==> config.mk <==
export PLATFORM = sky130hd
export DESIGN_NAME = unsigned_to_text_radix_top
export DESIGN_NICKNAME = d
export VERILOG_FILES = /design/src/design/urt_pkg.sv /design/src/design/unsigned_to_text_radix_top.sv /design/src/design/urt_front.sv /design/src/design/urt_back.sv
export SDC_FILE = /design/constraint.sdc
export NUM_CORES = 1
export LEC_CHECK = 0
export BUFFER_PORTS_ARGS = -buffer_cell sky130_fd_sc_hd__buf_2
export CORE_MARGIN = 2
export CORE_UTILIZATION = 55
export CTS_CLUSTER_DIAMETER = 80
export DETAILED_ROUTE_END_ITERATION = 12
export PLACE_DENSITY = 0.8
export SKIP_LAST_GASP = 1
export SYNTH_ARGS = -nofsm -noshare
export SYNTH_HDL_FRONTEND = slang
export SYNTH_SLANG_ARGS = --single-unit
export TNS_END_PERCENT = 1
==> constraint.sdc <==
create_clock -name clk_i -period 18.1 [get_ports clk_i]
set_input_delay 0.905 -clock clk_i [delete_from_list [all_inputs] [get_ports clk_i]]
set_output_delay 0.905 -clock clk_i [all_outputs]
set_load 0.03 [all_outputs]
==> src/design/urt_pkg.sv <==
package urt_pkg;

  localparam int VALUE_WIDTH   = 64;
  localparam int IN_WIDTH      = 64;
  localparam int BITS_PER_STEP = 8;
  localparam int STEPS         = (VALUE_WIDTH + BITS_PER_STEP - 1) / BITS_PER_STEP;
  localparam int PAD_W         = STEPS * BITS_PER_STEP;
  localparam int STEP_IDX_W    = (STEPS > 1) ? $clog2(STEPS) : 1;
  localparam int DIGIT_AW      = (VALUE_WIDTH > 1) ? $clog2(VALUE_WIDTH) : 1;
  localparam int RADIX_W       = 5;
  localparam int REM_W         = 4;
  localparam int CHAR_W        = 7;

  localparam logic [RADIX_W-1:0] RADIX_MIN   = 5'd2;
  localparam logic [RADIX_W-1:0] RADIX_MAX   = 5'd16;
  localparam logic [RADIX_W-1:0] RADIX_RESET = 5'd16;

  localparam logic [CHAR_W-1:0] CHAR_ZERO    = 7'd48;
  localparam logic [CHAR_W-1:0] CHAR_A_MINUS = 7'd87;  // 'a' minus ten
  localparam logic [REM_W-1:0]  DEC_LIMIT    = 4'd10;

  // One converted value waiting for the divider.
  typedef struct packed {
    logic [PAD_W-1:0]      value;
    logic [STEP_IDX_W-1:0] top;    // index of the highest nonzero byte
  } job_t;

  typedef enum logic [2:0] {
    ST_IDLE = 3'b001,
    ST_DIV  = 3'b010,
    ST_EMIT = 3'b100
  } back_state_e;

  function automatic logic [RADIX_W-1:0] clamp_radix(logic [RADIX_W-1:0] v);
    logic [RADIX_W-1:0] r;
    r = v;
    if (v < RADIX_MIN) begin
      r = RADIX_MIN;
    end else if (v > RADIX_MAX) begin
      r = RADIX_MAX;
    end
    return r;
  endfunction

  function automatic logic [CHAR_W-1:0] digit_to_char(logic [REM_W-1:0] d);
    logic [CHAR_W-1:0] c;
    if (d < DEC_LIMIT) begin
      c = CHAR_ZERO + CHAR_W'(d);
    end else begin
      c = CHAR_A_MINUS + CHAR_W'(d);
    end
    return c;
  endfunction

endpackage

==> src/design/unsigned_to_text_radix_top.sv <==
// Flow: each value passes through the job queue; then, per digit, the byte-wide divider works
// one byte at a time from the leading nonzero byte of the remaining quotient down to byte zero.
// The digits are then read from the digit store into a read register and on into the result
// queue. The back end takes a new value only once it has issued the reads for every digit
// of the previous one; the front-end queue keeps accepting values meanwhile.
// Reset: asynchronous, active low; clears all queues and sets the base to 16.
module unsigned_to_text_radix_top import urt_pkg::*; (
  input  logic                clk_i,
  input  logic                rst_ni,
  input  logic                radix_we_i,
  input  logic [RADIX_W-1:0]  radix_i,
  input  logic                push,
  output logic                full,
  input  logic [IN_WIDTH-1:0] value_i,
  output logic                empty,
  input  logic                pop,
  output logic [CHAR_W-1:0]   digit_char_o,
  output logic                last_digit_o
);

  // The base register. Writes outside the meaningful range are clamped to the
  // nearest legal base, so the divider never sees a base of zero or one.
  logic [RADIX_W-1:0] radix_q, radix_d;

  // Handoff from the front end to the divider.
  logic job_valid;
  logic job_ready;
  job_t job;

  assign radix_d = radix_we_i ? clamp_radix(radix_i) : radix_q;

  always_ff @(posedge clk_i or negedge rst_ni) begin
    if (!rst_ni) begin
      radix_q <= RADIX_RESET;
    end else begin
      radix_q <= radix_d;
    end
  end

  // The front end takes each input transaction, masks it to the value width,
  // records its leading nonzero byte and parks it in a two-entry queue. It
  // keeps accepting while the back end is still busy with an earlier value.
  urt_front u_front (
    .clk_i       (clk_i),
    .rst_ni      (rst_ni),
    .push        (push),
    .full        (full),
    .value_i     (value_i),
    .job_valid_o (job_valid),
    .job_o       (job),
    .job_ready_i (job_ready)
  );

  // The back end divides repeatedly by the base, storing remainders least
  // significant first, then reads them back most significant first into a
  // two-entry result queue. Each result transaction carries one character;
  // the last character of a value is flagged.
  urt_back u_back (
    .clk_i        (clk_i),
    .rst_ni       (rst_ni),
    .radix_i      (radix_q),
    .job_valid_i  (job_valid),
    .job_i        (job),
    .job_ready_o  (job_ready),
    .empty_o      (empty),
    .pop_i        (pop),
    .digit_char_o (digit_char_o),
    .last_digit_o (last_digit_o)
  );

endmodule

==> src/design/urt_front.sv <==
module urt_front import urt_pkg::*; (
  input  logic                clk_i,
  input  logic                rst_ni,
  input  logic                push,
  output logic                full,
  input  logic [IN_WIDTH-1:0] value_i,
  output logic                job_valid_o,
  output job_t                job_o,
  input  logic                job_ready_i
);

  job_t       slot_q [2];
  logic       wr_ptr_q, wr_ptr_d;
  logic       rd_ptr_q, rd_ptr_d;
  logic [1:0] count_q, count_d;
  job_t       new_job;
  logic       do_push, do_pop;

  // Mask to the configured width and find the leading nonzero byte, so the
  // divider skips bytes that are known to be zero.
  always_comb begin
    new_job.value = PAD_W'(value_i[VALUE_WIDTH-1:0]);
    new_job.top   = '0;
    for (int i = 0; i < STEPS; i++) begin
      if (new_job.value[i*BITS_PER_STEP +: BITS_PER_STEP] != '0) begin
        new_job.top = STEP_IDX_W'(i);
      end
    end
  end

  assign full        = (count_q == 2'd2);
  assign job_valid_o = (count_q != 2'd0);
  assign job_o       = slot_q[rd_ptr_q];
  assign do_push     = push && !full;
  assign do_pop      = job_valid_o && job_ready_i;

  always_comb begin
    wr_ptr_d = wr_ptr_q ^ do_push;
    rd_ptr_d = rd_ptr_q ^ do_pop;
    count_d  = count_q + {1'b0, do_push} - {1'b0, do_pop};
  end

  always_ff @(posedge clk_i or negedge rst_ni) begin
    if (!rst_ni) begin
      wr_ptr_q <= 1'b0;
      rd_ptr_q <= 1'b0;
      count_q  <= 2'd0;
    end else begin
      wr_ptr_q <= wr_ptr_d;
      rd_ptr_q <= rd_ptr_d;
      count_q  <= count_d;
    end
  end

  always_ff @(posedge clk_i) begin
    if (do_push) begin
      slot_q[wr_ptr_q] <= new_job;
    end
  end

endmodule

==> src/design/urt_back.sv <==
module urt_back import urt_pkg::*; (
  input  logic               clk_i,
  input  logic               rst_ni,
  input  logic [RADIX_W-1:0] radix_i,
  input  logic               job_valid_i,
  input  job_t               job_i,
  output logic               job_ready_o,
  output logic               empty_o,
  input  logic               pop_i,
  output logic [CHAR_W-1:0]  digit_char_o,
  output logic               last_digit_o
);

  typedef struct packed {
    logic [CHAR_W-1:0] ch;
    logic              last;
  } result_t;

  back_state_e           state_q, state_d;
  logic [PAD_W-1:0]      n_q, n_d;
  logic [STEP_IDX_W-1:0] top_q, top_d;
  logic [STEP_IDX_W-1:0] byte_q, byte_d;
  logic [REM_W-1:0]      rem_q, rem_d;
  logic [DIGIT_AW-1:0]   wr_q, wr_d;
  logic [DIGIT_AW-1:0]   rd_q, rd_d;
  logic                  infl_q, infl_d;
  logic                  infl_last_q, infl_last_d;
  logic [REM_W-1:0]      rd_data_q;
  logic [REM_W-1:0]      digit_mem [VALUE_WIDTH];

  result_t    oq_q [2];
  logic       oq_wr_q, oq_rd_q;
  logic [1:0] oq_cnt_q, oq_cnt_d;

  logic [BITS_PER_STEP-1:0] dbyte, qbyte;
  logic [REM_W-1:0]         rem_new;
  logic [RADIX_W-1:0]       part;
  logic [PAD_W-1:0]         n_div;
  logic [STEP_IDX_W-1:0]    top_next;
  logic                     mem_we, rd_en, oq_push, oq_pop;

  // One byte of long division per cycle, one quotient bit per step.
  always_comb begin
    dbyte   = n_q[byte_q*BITS_PER_STEP +: BITS_PER_STEP];
    rem_new = rem_q;
    qbyte   = '0;
    part    = '0;
    for (int b = BITS_PER_STEP - 1; b >= 0; b--) begin
      part = {rem_new, dbyte[b]};
      if (part >= radix_i) begin
        part     = part - radix_i;
        qbyte[b] = 1'b1;
      end
      rem_new = part[REM_W-1:0];
    end
    n_div = n_q;
    n_div[byte_q*BITS_PER_STEP +: BITS_PER_STEP] = qbyte;
  end

  // A divide by at most sixteen drops the leading byte by one at most.
  always_comb begin
    top_next = top_q;
    if (top_q != '0 && n_q[top_q*BITS_PER_STEP +: BITS_PER_STEP] == '0) begin
      top_next = top_q - 1'b1;
    end
  end

  always_comb begin
    state_d     = state_q;
    n_d         = n_q;
    top_d       = top_q;
    byte_d      = byte_q;
    rem_d       = rem_q;
    wr_d        = wr_q;
    rd_d        = rd_q;
    infl_d      = 1'b0;
    infl_last_d = infl_last_q;
    job_ready_o = 1'b0;
    mem_we      = 1'b0;
    rd_en       = 1'b0;
    case (state_q)
      ST_IDLE: begin
        if (job_valid_i) begin
          job_ready_o = 1'b1;
          n_d         = job_i.value;
          top_d       = job_i.top;
          byte_d      = job_i.top;
          rem_d       = '0;
          wr_d        = '0;
          state_d     = ST_DIV;
        end
      end
      ST_DIV: begin
        n_d = n_div;
        if (byte_q == '0) begin
          mem_we = 1'b1;
          rem_d  = '0;
          wr_d   = wr_q + 1'b1;
          top_d  = top_next;
          byte_d = top_next;
          if (n_div == '0) begin
            rd_d    = wr_q;
            state_d = ST_EMIT;
          end
        end else begin
          rem_d  = rem_new;
          byte_d = byte_q - 1'b1;
        end
      end
      ST_EMIT: begin
        // Issue a read only when the result queue has room for its data.
        if ((oq_cnt_q + {1'b0, infl_q}) < 2'd2) begin
          rd_en       = 1'b1;
          infl_d      = 1'b1;
          infl_last_d = (rd_q == '0);
          if (rd_q == '0) begin
            state_d = ST_IDLE;
          end else begin
            rd_d = rd_q - 1'b1;
          end
        end
      end
      default: begin
        state_d = ST_IDLE;
      end
    endcase
  end

  assign oq_push      = infl_q;
  assign empty_o      = (oq_cnt_q == 2'd0);
  assign oq_pop       = pop_i && !empty_o;
  assign digit_char_o = oq_q[oq_rd_q].ch;
  assign last_digit_o = oq_q[oq_rd_q].last;
  assign oq_cnt_d     = oq_cnt_q + {1'b0, oq_push} - {1'b0, oq_pop};

  always_ff @(posedge clk_i or negedge rst_ni) begin
    if (!rst_ni) begin
      state_q  <= ST_IDLE;
      infl_q   <= 1'b0;
      oq_wr_q  <= 1'b0;
      oq_rd_q  <= 1'b0;
      oq_cnt_q <= 2'd0;
    end else begin
      state_q  <= state_d;
      infl_q   <= infl_d;
      oq_wr_q  <= oq_wr_q ^ oq_push;
      oq_rd_q  <= oq_rd_q ^ oq_pop;
      oq_cnt_q <= oq_cnt_d;
    end
  end

  always_ff @(posedge clk_i) begin
    n_q         <= n_d;
    top_q       <= top_d;
    byte_q      <= byte_d;
    rem_q       <= rem_d;
    wr_q        <= wr_d;
    rd_q        <= rd_d;
    infl_last_q <= infl_last_d;
    if (oq_push) begin
      oq_q[oq_wr_q] <= '{ch: digit_to_char(rd_data_q), last: infl_last_q};
    end
  end

  // Digit store: written least significant first, read back in reverse.
  always_ff @(posedge clk_i) begin
    if (mem_we) begin
      digit_mem[wr_q] <= rem_new;
    end
    if (rd_en) begin
      rd_data_q <= digit_mem[rd_q];
    end
  end

endmodule

* After elaboration in Yosys (flattened, before gate mapping) *
Memories as Yosys holds them, arrays and structs flattened. A register that Yosys moved wholly into a read port is not among the register bits.
Index checks and enable logic that the tools add are counted.

storage, ports and cells
  memory bits (writable) = 406
  memory bits (read-only) = 0
  memories = 3
  output and inout bits = 10
  latch bits = 0
  logic and storage cells = 160
  bits of input ports = 74
  register bits = 104

memories
  memory            depth  bits a word  rd ports  clocked after Yosys merged registers in  wr ports  line             RTL
  u_back.digit_mem  64     4            1         1                                        1         urt_back.sv:29   logic [REM_W-1:0] digit_mem [VALUE_WIDTH];
  u_front.slot_q    2      67           1         0                                        1         urt_front.sv:12  job_t slot_q [2];
  u_back.oq_q       2      8            1         0                                        1         urt_back.sv:31   result_t oq_q [2];

operators by class
  add/sub/neg operators = 19
  reduce and logical (&&, ||, !) cells = 27
  equality and inequality tests = 10
  $lt $le $gt $ge = 12
  bitwise operators = 4
  div/mod/pow operators = 0
  multipliers = 0
  shifts and indexed selects = 4
  mux-type cells = 65

operator list
  kind                                                                     number
  64-bit one-hot mux with 2 select lines                                   1
  64-bit by 7-bit indexed part select with 8-bit output                    2
  64-bit bitwise mux                                                       1
  64-bit logical NOT                                                       1
  64-bit 2-to-1 mux                                                        1
  8-bit by 34-bit variable shift with 64-bit output, first input constant  1
  8-bit by 34-bit indexed part select with 64-bit output                   1
  8-bit nonzero test                                                       7
  3-bit 2-to-1 mux                                                         15
  5-bit >= comparator                                                      8
  4-bit 2-to-1 mux                                                         10
  6-bit 2-to-1 mux                                                         6
  6-bit negator with 34-bit output                                         1
  4-bit subtractor                                                         8
  6-bit one-hot mux with 2 select lines                                    2
  1-bit 2-to-1 mux                                                         21
  7-bit 2-to-1 mux                                                         2
  3-bit one-hot mux with 2 select lines                                    2
  5-bit 2-to-1 mux                                                         2
  5-bit AND reduction                                                      2
  3-bit one-hot mux with 3 select lines                                    1
  8-bit logical NOT                                                        1
  2-bit by 1-bit inequality test with 1-bit output, second input constant  4
  4-bit one-hot mux with 2 select lines                                    1
  26 further kinds                                                         40

* Logic depth before layout (Yosys ltp) *
Gate-level depths: netlist of run 1.

  word-level depth = 23
  depth in mapped cells = 61
  depth with buffers taken out = 52

* By module *
Synthesis of run 1 repeated with hierarchy kept, for this count alone.

unflattened totals
  cell total of the unflattened synthesis = 1614
  area, all modules = 23896.7 um^2

modules (own cells, without submodules)
  module                      sequential area each (um^2)  area an instance (um^2)  times used  cells an instance
  urt_back                    11101.9                      18438.9                  1           1336
  urt_front                   4124.0                       5220.0                   1           259
  unsigned_to_text_radix_top  126.4                        237.7                    1           19

* Least setup slack after synthesis of run 1 *
OpenSTA, ideal clock, no wires.

  kind = reg-to-reg
  from = register u_back.byte_q[0]
  to = memory u_back.digit_mem[0][0] (data pin)
  buffers on the path = 13
  period minus slack after synthesis = 14396 ps
  stages on the path, launching flop included = 55
  arrival time = 13828 ps
  library setup time = 568 ps
  slack = 3704 ps
  data required time = 17532 ps
  cells stage by stage = edfxtp_1 -> buf_6 -> buf_6 -> mux4_2 -> mux2i_1 -> ha_1 -> inv_1 -> a21oi_1 -> a211o_1 -> clkbuf_1 -> clkbuf_1 -> mux2_2 -> ha_1 -> nand4_1 -> a21oi_1 -> a211o_1 -> clkbuf_1 -> clkbuf_1 -> (+19 left out) -> mux2_2 -> ha_1 -> nand2_1 -> a21oi_1 -> a211o_1 -> buf_1 -> mux2_2 -> ha_1 -> a21o_1 -> a31o_2 -> clkbuf_1 -> o21ai_0 -> inv_1 -> ha_1 -> a211oi_1 -> nor2_1 -> nor3_2 -> mux2i_1

on the way
  word-level cells in the longest chain between the ends = 17
  elaborated cells between the ends (all ways) = 25
  classes of those cells = add/sub: 8; order compare: 8; shift: 1; mux: 8

RTL lines
  item                                                            line                            RTL
  from (decl)                                                     urt_back.sv:22                  logic [STEP_IDX_W-1:0] byte_q, byte_d;
  from (signal assigned)                                          urt_back.sv:155                 byte_q <= byte_d;
  64-bit by 7-bit indexed part select with 8-bit output (*)       urt_back.sv:44                  dbyte = n_q[byte_q*BITS_PER_STEP +: BITS_PER_STEP];
  4-bit subtractor / 5-bit >= comparator (equally long branches)  urt_back.sv:51, urt_back.sv:50
  4-bit 2-to-1 mux                                                urt_back.sv:50                  if (part >= radix_i) begin
  4-bit subtractor / 5-bit >= comparator (equally long branches)  urt_back.sv:51, urt_back.sv:50
  4-bit 2-to-1 mux                                                urt_back.sv:50
  4-bit subtractor / 5-bit >= comparator (equally long branches)  urt_back.sv:51, urt_back.sv:50
  4-bit 2-to-1 mux                                                urt_back.sv:50
  4-bit subtractor / 5-bit >= comparator (equally long branches)  urt_back.sv:51, urt_back.sv:50
  (+2 left out)                                                   --
  4-bit 2-to-1 mux                                                urt_back.sv:50
  4-bit subtractor / 5-bit >= comparator (equally long branches)  urt_back.sv:51, urt_back.sv:50
  4-bit 2-to-1 mux                                                urt_back.sv:50
  4-bit subtractor / 5-bit >= comparator (equally long branches)  urt_back.sv:51, urt_back.sv:50
  4-bit 2-to-1 mux                                                urt_back.sv:50
  5-bit >= comparator                                             urt_back.sv:50
  4-bit 2-to-1 mux (*)                                            urt_back.sv:50
  via u_back.part[0]                                              urt_back.sv:37                  logic [RADIX_W-1:0] part;
  to (decl)                                                       urt_back.sv:29

The timed path passes the listed nets; every way through them passes the cells marked *.

* Final worst setup path of run 1 *
  from = register u_back.byte_q[1]
  to = register u_back.rd_q[5], enable pin

on the way
  word-level cells in the longest chain between the ends = 22
  elaborated cells between the ends (all ways) = 40
  classes of those cells = add/sub: 8; order compare: 8; eq/ne: 2; shift: 3; mux: 16; reduce/logical: 3

RTL lines
  item                                                            line                            RTL
  64-bit by 7-bit indexed part select with 8-bit output           urt_back.sv:44
  4-bit subtractor / 5-bit >= comparator (equally long branches)  urt_back.sv:51, urt_back.sv:50
  4-bit 2-to-1 mux                                                urt_back.sv:50
  4-bit subtractor / 5-bit >= comparator (equally long branches)  urt_back.sv:51, urt_back.sv:50
  4-bit 2-to-1 mux                                                urt_back.sv:50
  4-bit subtractor / 5-bit >= comparator (equally long branches)  urt_back.sv:51, urt_back.sv:50
  4-bit 2-to-1 mux                                                urt_back.sv:50
  4-bit subtractor / 5-bit >= comparator (equally long branches)  urt_back.sv:51, urt_back.sv:50
  (+6 left out)                                                   --
  4-bit 2-to-1 mux                                                urt_back.sv:50
  5-bit >= comparator                                             urt_back.sv:50
  1-bit 2-to-1 mux                                                urt_back.sv:50
  8-bit by 34-bit indexed part select with 64-bit output          urt_back.sv:57                  n_div[byte_q*BITS_PER_STEP +: BITS_PER_STEP] = qbyte;
  64-bit bitwise mux                                              urt_back.sv:57
  64-bit logical NOT                                              urt_back.sv:101                 if (n_div == '0) begin
  2-bit by 1-bit inequality test with 1-bit output (no line)      --
  5-bit AND reduction (no line) (*)                               --
  to (signal assigned)                                            urt_back.sv:158                 rd_q <= rd_d;
  to (decl)                                                       urt_back.sv:25                  logic [DIGIT_AW-1:0] rd_q, rd_d;

Mark *: on every way between the ends. The rest lies on a longest branch, timed or not.
A chain may end at the register's enable or synchronous reset.

==> results of run 1 <==
[sequential cells by signal (all words and copies together), names as in the netlist, 3 cells and up]
name / cells
u_back.top_q: 3
radix_q: 5
u_back.digit_mem: 256
u_back.n_q: 64
u_back.rd_q: 6
u_back.oq_q: 16
u_back.byte_q: 3
u_front.slot_q: 134
u_back.state_q: 3
u_back.rd_data_q: 4
u_back.rem_q: 4
u_back.wr_q: 6
[through the flow]
| step | setup slack (ps) | hold slack [ps] | cell area (sq um) | std cells | util |
|---|---|---|---|---|---|
| finish | 3140 | 256 | 26400 | 2202 | 0.616 |
| global route | 2360 | 279 | 26400 | 2202 | 0.616 |
| CTS | 3400 | 244 | 26400 | 2202 | 0.616 |
| detailed placement | 3420 | 462 | 24600 | 2107 | 0.575 |
| global placement | 4100 | 435 | 24600 | 2107 | 0.575 |
| floorplan | 3700 | 421 | 23700 | 1554 | - |
[cells in the mapped netlist, types with 22 or more instances]
cell type  instances
edfxtp_1         497
a21oi_1           93
nor2_1           136
a211oi_1          36
ha_1              59
mux4_2           101
clkbuf_1          73
a221oi_1          27
nand2_1           68
xnor2_1           23
o21ai_0           37
mux2i_1           79
nor4_1            23
inv_1             45
mux2_2            22
[layer usage]
layer / vias to the layer above / part of all wire / wire (um)
met2: 806 / 0.47 / 26600
met3: 143 / 0.086 / 4840
li1: 6217 / - / -
met1: 7205 / 0.41 / 22900
met4: 0 / 0.035 / 1980
met5: - / 0 / 0
[kinds of logic (layout without fill, tap and decap cells)]
kind of cell    count (synthesis)  count (layout)  share of synthesized area
compound gates                245             245                     0.0659
buf+inv                       142             244                     0.0248
mux                           205             205                      0.142
simple gates                  348             348                     0.0712
other cells                     1               2                   0.000158
fa+ha+maj                      67              67                     0.0379
xor+xnor                       31              31                     0.0114
flops                         514             514                      0.647
[how the worst min path moves through the flow]
stage,from,endpoint,cells after the start
floorplan,u_back.infl_last_q$_DFFE_PP_,u_back.oq_q[0][0]$_DFFE_PP_,0
global placement,u_back.infl_last_q$_DFFE_PP_,u_back.oq_q[0][0]$_DFFE_PP_,0
detailed placement,u_back.infl_last_q$_DFFE_PP_,u_back.oq_q[1][0]$_DFFE_PP_,0
CTS,rst_ni,radix_q[1]$_DFFE_PN0P_,1
global route,rst_ni,radix_q[0]$_DFFE_PN0P_,1
finish,rst_ni,radix_q[1]$_DFFE_PN0P_,1
[cell type report]
class                           instances  area, sq um  area share
Clock buffer                           64         1360      0.0515
Clock inverter                         31          400      0.0152
Inverter                               49          184     0.00698
Multi-Input combinational cell        898         7830       0.297
Sequential cell                       514        15400       0.583
Tap cell                              546          683      0.0259
Timing Repair Buffer                  100          543      0.0206
==> reports/results.tsv, run 1 <==
stage	metric	value	unit
synth	syn avg cell area	15.3	sq um
synth	Yosys reg bits	514	
final_layout	Fillers	3031	
floorplanning	Rows	76	
placed_design	Port Buffer Count	83	
critical_path	R2R Path End	u_back.rd_q[5]$_DFFE_PP_	
critical_path	startpoint class of the critical path	flip-flop	
floorplanning	io pins	84	
placed_design	HPWL Detailed	36600	um
drt	Wirelength per Cell	25.6	um
global_routing	vias in the first global route	14200	
cts	Worst-Skew Late Latency	610	ps
critical_path	CP bufs+invs	4	
critical_path	WS Path Type	reg -> reg	
global_routing	largest net degree at the start of global routing	90	
floorplanning	Initial Utilization	0.555	
synth	Synth Flop Type	edfxtp_1	
floorplanning	die height	212	um
sta	min Tclk post-route	14960	ps
synth	main area contributors after synthesis	edfxtp_1, mux4_2, mux2i_1	
drt	Residual DRC	0	
final_layout	fin nets	1756	
global_routing	grt met1 use	0.355	
sta	fin crit share	0.826	
final_layout	synth-to-layout area growth	11.1	%
synth	Synth cell types	71	
critical_path	CP startpoint	u_back.byte_q[1]$_DFFE_PP_	
global_routing	met3 Use GR	0.0524	
synth	Synth Warn #	0	
synth	number of enable-type register cells in the synthesized netlist	497	
critical_path	worst setup path endpoint	u_back.rd_q[5]$_DFFE_PP_	
drt	First-pass DRT Iterations	5	
sta	maximum clock frequency	0.0669	GHz
cts	CTS Buffer Depth	3	
cts	CTS tree	yes	
sta	Final setup viols	0	
cts	# H-tree levels	2	
critical_path	worst-path fanout max	22	
drt	final wirelength	56300	um
global_routing	first-pass GRT wire length	85300	um
critical_path	Critical Path End Type	flip-flop	
critical_path	Slowest cell on crit path	edfxtp_1	
drt	drt via density	6.53	
sta	Setup TNS Final	0	ps
cts	postcts setup bufs	0	
critical_path	Crit path largest cell delay	930	ps
final_layout	ANT cells	0	
synth	asr flop ratio synth	0.0331	
cts	clock root cell	clkbuf_16	
global_routing	total gr overflow	0	
drt	Vias	14400	
critical_path	Reg2Reg Setup Slack	3140	ps
global_routing	grt peak-use layer	met2	
critical_path	WP depth	50	
synth	Synth Cell Area	23700	sq um
outcome	outcome	completed	
global_routing	initial antenna violation count	0	
cts	Post-CTS Resized	0	
final_layout	layout cells sized above 1	0.204	
flow_run	Max-Cap Viols	0	
cts	clock sinks	514	
min_path	Hold Crit Class	in -> async	
sta	Setup Skew	22.9	ps
floorplanning	core box area	42800	sq um
final_layout	commonest non-fill, non-tap cells in the layout	edfxtp_1, nor2_1, mux4_2	
cts	cts hold-fix bufs	0	
drt	antenna-violating nets left	0	
sta	Least-Margin Pin Slew	1110	ps
synth	sequential fraction of the synthesis area	0.647	
drt	drt first-iter violations	1750	
cts	Clk pin slew, worst setup/hold paths	60	ps
synth	post-synth top area share	0.629	
critical_path	Worst EP arrival	15220	ps
floorplanning	Die Area	44800	sq um
cts	CTS Buf Count	52	
sta	RSZ-0062 raised after global routing	false	
placed_design	GPL Wtd Cong	1.01	
synth	Gate Count Post-Synth	1553	
synth	Yosys top cell by area	edfxtp_1	
critical_path	R2R depth	50	
critical_path	CP top delay family	compound AO/OA/AOI/OAI gates	
final_layout	most common cell after layout, fill and taps aside	edfxtp_1	
global_routing	gr usage total	0.255	
sta	Rel. slew slack	0.251	
sta	Final Hold Fails	0	
floorplanning	Die X	212	um
sta	Slew Limit Fails	0	
global_routing	Global Route met2 Usage	0.403	
critical_path	Critical Path RT	18370	ps
critical_path	Critical R2R Launch	u_back.byte_q[1]$_DFFE_PP_	
Power of run 1 is left out: the tool's default activity adds up to more than one toggle a clock period on the data nets, which glitch-free logic cannot reach.
==> run 2: changes to the inputs <==
clock period = 15.2 ns   (was 18.1 ns; I/O delays follow)
==> run 2 against run 1 <==
  * Critical path depth increased by 1
  * Design area fell by 0.37%
  * Worst hold slack worse by 150 ps
  * Via count about the same
  * Global-route usage up 0.45 points
  * Sequential cell count unchanged
  * Cell count is essentially flat
  * Die area stayed put
  * Worst setup slack worse by 2100 ps
==> reports/results.tsv, run 2 (synthesis results as in run 1) <==
stage	metric	value	unit	change
outcome	outcome	completed		
cts	CTS tree	yes		
final_layout	most common cell after layout, fill and taps aside	edfxtp_1		
cts	Worst-Skew Late Latency	590	ps	-20 ps
sta	fin crit share	0.932		+0.106
sta	Final Hold Fails	0		unchanged
final_layout	multi-input logic area	7830	sq um	about the same
sta	min Tclk post-route	14170	ps	-782 ps
global_routing	first-pass GRT wire length	86900	um	+1.9%
sta	Rel. slew slack	0.232		-0.0186
floorplanning	Die X	212	um	unchanged
floorplanning	io pins	84		unchanged
floorplanning	Initial Utilization	0.555		unchanged
final_layout	commonest non-fill, non-tap cells in the layout	edfxtp_1, nor2_1, mux4_2		
placed_design	placed cell count	2111		+0.19%
global_routing	total gr overflow	0		unchanged
drt	Vias	14400		+0.056%
critical_path	Critical Path RT	15470	ps	-2900 ps
cts	Clk pin slew, worst setup/hold paths	60	ps	about the same
drt	drt first-iter violations	1604		-8.3%
cts	# H-tree levels	2		unchanged
placed_design	GPL Wtd Cong	0.996		-1.4%
cts	clock sinks	514		unchanged
floorplanning	Die Area	44800	sq um	unchanged
sta	RSZ-0062 raised after global routing	false		
drt	Residual DRC	0		unchanged
final_layout	top flop regs	u_back.digit_mem: 256 flops, u_front.slot_q: 134 flops, u_back.n_q: 64 flops		
global_routing	grt peak-use layer	met2		
floorplanning	die height	212	um	unchanged
floorplanning	Rows	76		unchanged
min_path	Hold Crit Class	in -> async		
final_layout	fin nets	1758		+0.11%
drt	First-pass DRT Iterations	6		+1
global_routing	largest net degree at the start of global routing	94		+4.4%
critical_path	startpoint class of the critical path	flip-flop		
final_layout	number of flip-flops in the largest register	256		unchanged
drt	Wirelength per Cell	25.9	um	+1.2%
critical_path	Critical Path End Type	flip-flop		
critical_path	Slowest cell on crit path	or3_1		
global_routing	Global Route met2 Usage	0.417		+0.0144
drt	drt via density	6.53		+0.10%
placed_design	HPWL Detailed	37200	um	+1.7%
sta	maximum clock frequency	0.0706	GHz	+5.5%
floorplanning	core box area	42800	sq um	unchanged
final_layout	Fillers	3052		+0.69%
sta	Least-Margin Pin Slew	1140	ps	+27.6 ps
sta	Setup TNS Final	0	ps	unchanged
global_routing	grt met1 use	0.368		+0.0129
drt	antenna-violating nets left	0		unchanged
critical_path	Crit path largest cell delay	650	ps	-280 ps
final_layout	final core occ	0.614		-0.00225
critical_path	Worst EP arrival	14450	ps	-770 ps
global_routing	met3 Use GR	0.0451		-0.00727
sta	Setup Skew	28.0	ps	+5.09 ps
cts	clock root cell	clkbuf_16		
drt	final wirelength	57000	um	+1.2%
critical_path	WS Path Type	reg -> reg		
critical_path	worst-path fanout max	20		-9.1%
final_layout	synth-to-layout area growth	10.7	%	
global_routing	gr usage total	0.260		+0.00448
sta	Final setup viols	0		unchanged
final_layout	register area	15400	sq um	unchanged
flow_run	Max-Cap Viols	0		unchanged
sta	Slew Limit Fails	0		unchanged
placed_design	Port Buffer Count	83		unchanged
final_layout	layout cells sized above 1	0.203		-0.00157
cts	CTS Buffer Depth	3		unchanged
global_routing	vias in the first global route	14400		+1.5%
global_routing	initial antenna violation count	1		+1
final_layout	Biggest register	u_back.digit_mem		
final_layout	Non-Filler Instances	2201		-0.045%
cts	CTS Buf Count	50		-3.8%
## run 2: changes by cell type in the layout (fill, tap and decap cells not counted), moves of 2 or more
cell / change
clkinv_1: +3
buf_4: +4
clkinvlp_4: -3
bufinv_16: -2
## run 2: path summary, 6_finish.rpt
path / depth (start not counted) / endpoint / slack (ps) / startpoint
max: 51 / u_back.rd_q[3]$_DFFE_PP_ / 1030 / u_back.byte_q[0]$_DFFE_PP_
min: 1 / radix_q[1]$_DFFE_PN0P_ / 100 / rst_ni
max reg2reg: 51 / u_back.rd_q[3]$_DFFE_PP_ / 1030 / u_back.byte_q[0]$_DFFE_PP_
min reg2reg: 0 / u_back.oq_q[0][0]$_DFFE_PP_ / 480 / u_back.infl_last_q$_DFFE_PP_
max in group asynchronous: 1 / u_front.rd_ptr_q$_DFF_PN0_ / 14750 / rst_ni
min in group clk_i: 1 / u_front.slot_q[1][5]$_DFFE_PP_ / 360 / value_i[2]
## run 2: layout make-up
class                      count  area share
clock buffer                  61      0.0500
timing repair buffer         104      0.0218
sequential                   514       0.585
tap                          546      0.0260
inverter                      49     0.00700
antenna                        1   0.0000953
multi-input combinational    898       0.298
clock inverter                28      0.0119
## run 2: what timing repair did
| item | 4_1_cts | 5_1_grt |
|---|---|---|
| endpoints found under the setup margin | 0 | 6 |
| gates resized for setup | 0 | 1 |
| endpoints found under the hold margin | 0 | 0 |
| buffers inserted | 0 | 0 |
| hold buffers | 0 | 0 |
## run 2: metrics by stage
stage                     hold WS [ps]  instance area, sq um  setup WS [ps]
after floorplan                    421                 23700            804
after global placement             457                 24600           1620
after detailed placement           473                 24600           1020
after CTS                          119                 26300            989
after global routing               123                 26300            252
final                              101                 26300           1030
## run 2: routing by layer
| layer | vias to the layer above | wire (um) |
|---|---|---|
| met4 | 0 | 1600 |
| met2 | 792 | 27300 |
| met5 | - | 0 |
| met3 | 129 | 4810 |
| li1 | 6213 | - |
| met1 | 7245 | 23300 |
## run 2: critical path: cells and delay by family, from the launching register on
| kind | cells | cell delay (ps) |
|---|---|---|
| AO/OA/AOI/OAI | 23 | 5480 |
| adder cells (fa/ha/maj) | 8 | 2660 |
| AND/OR/NAND/NOR | 10 | 2600 |
| multiplexers | 5 | 1840 |
| buffers and inverters | 5 | 670 |
| flip-flops | 1 | 560 |
Power of run 2 is left out for the same reason.
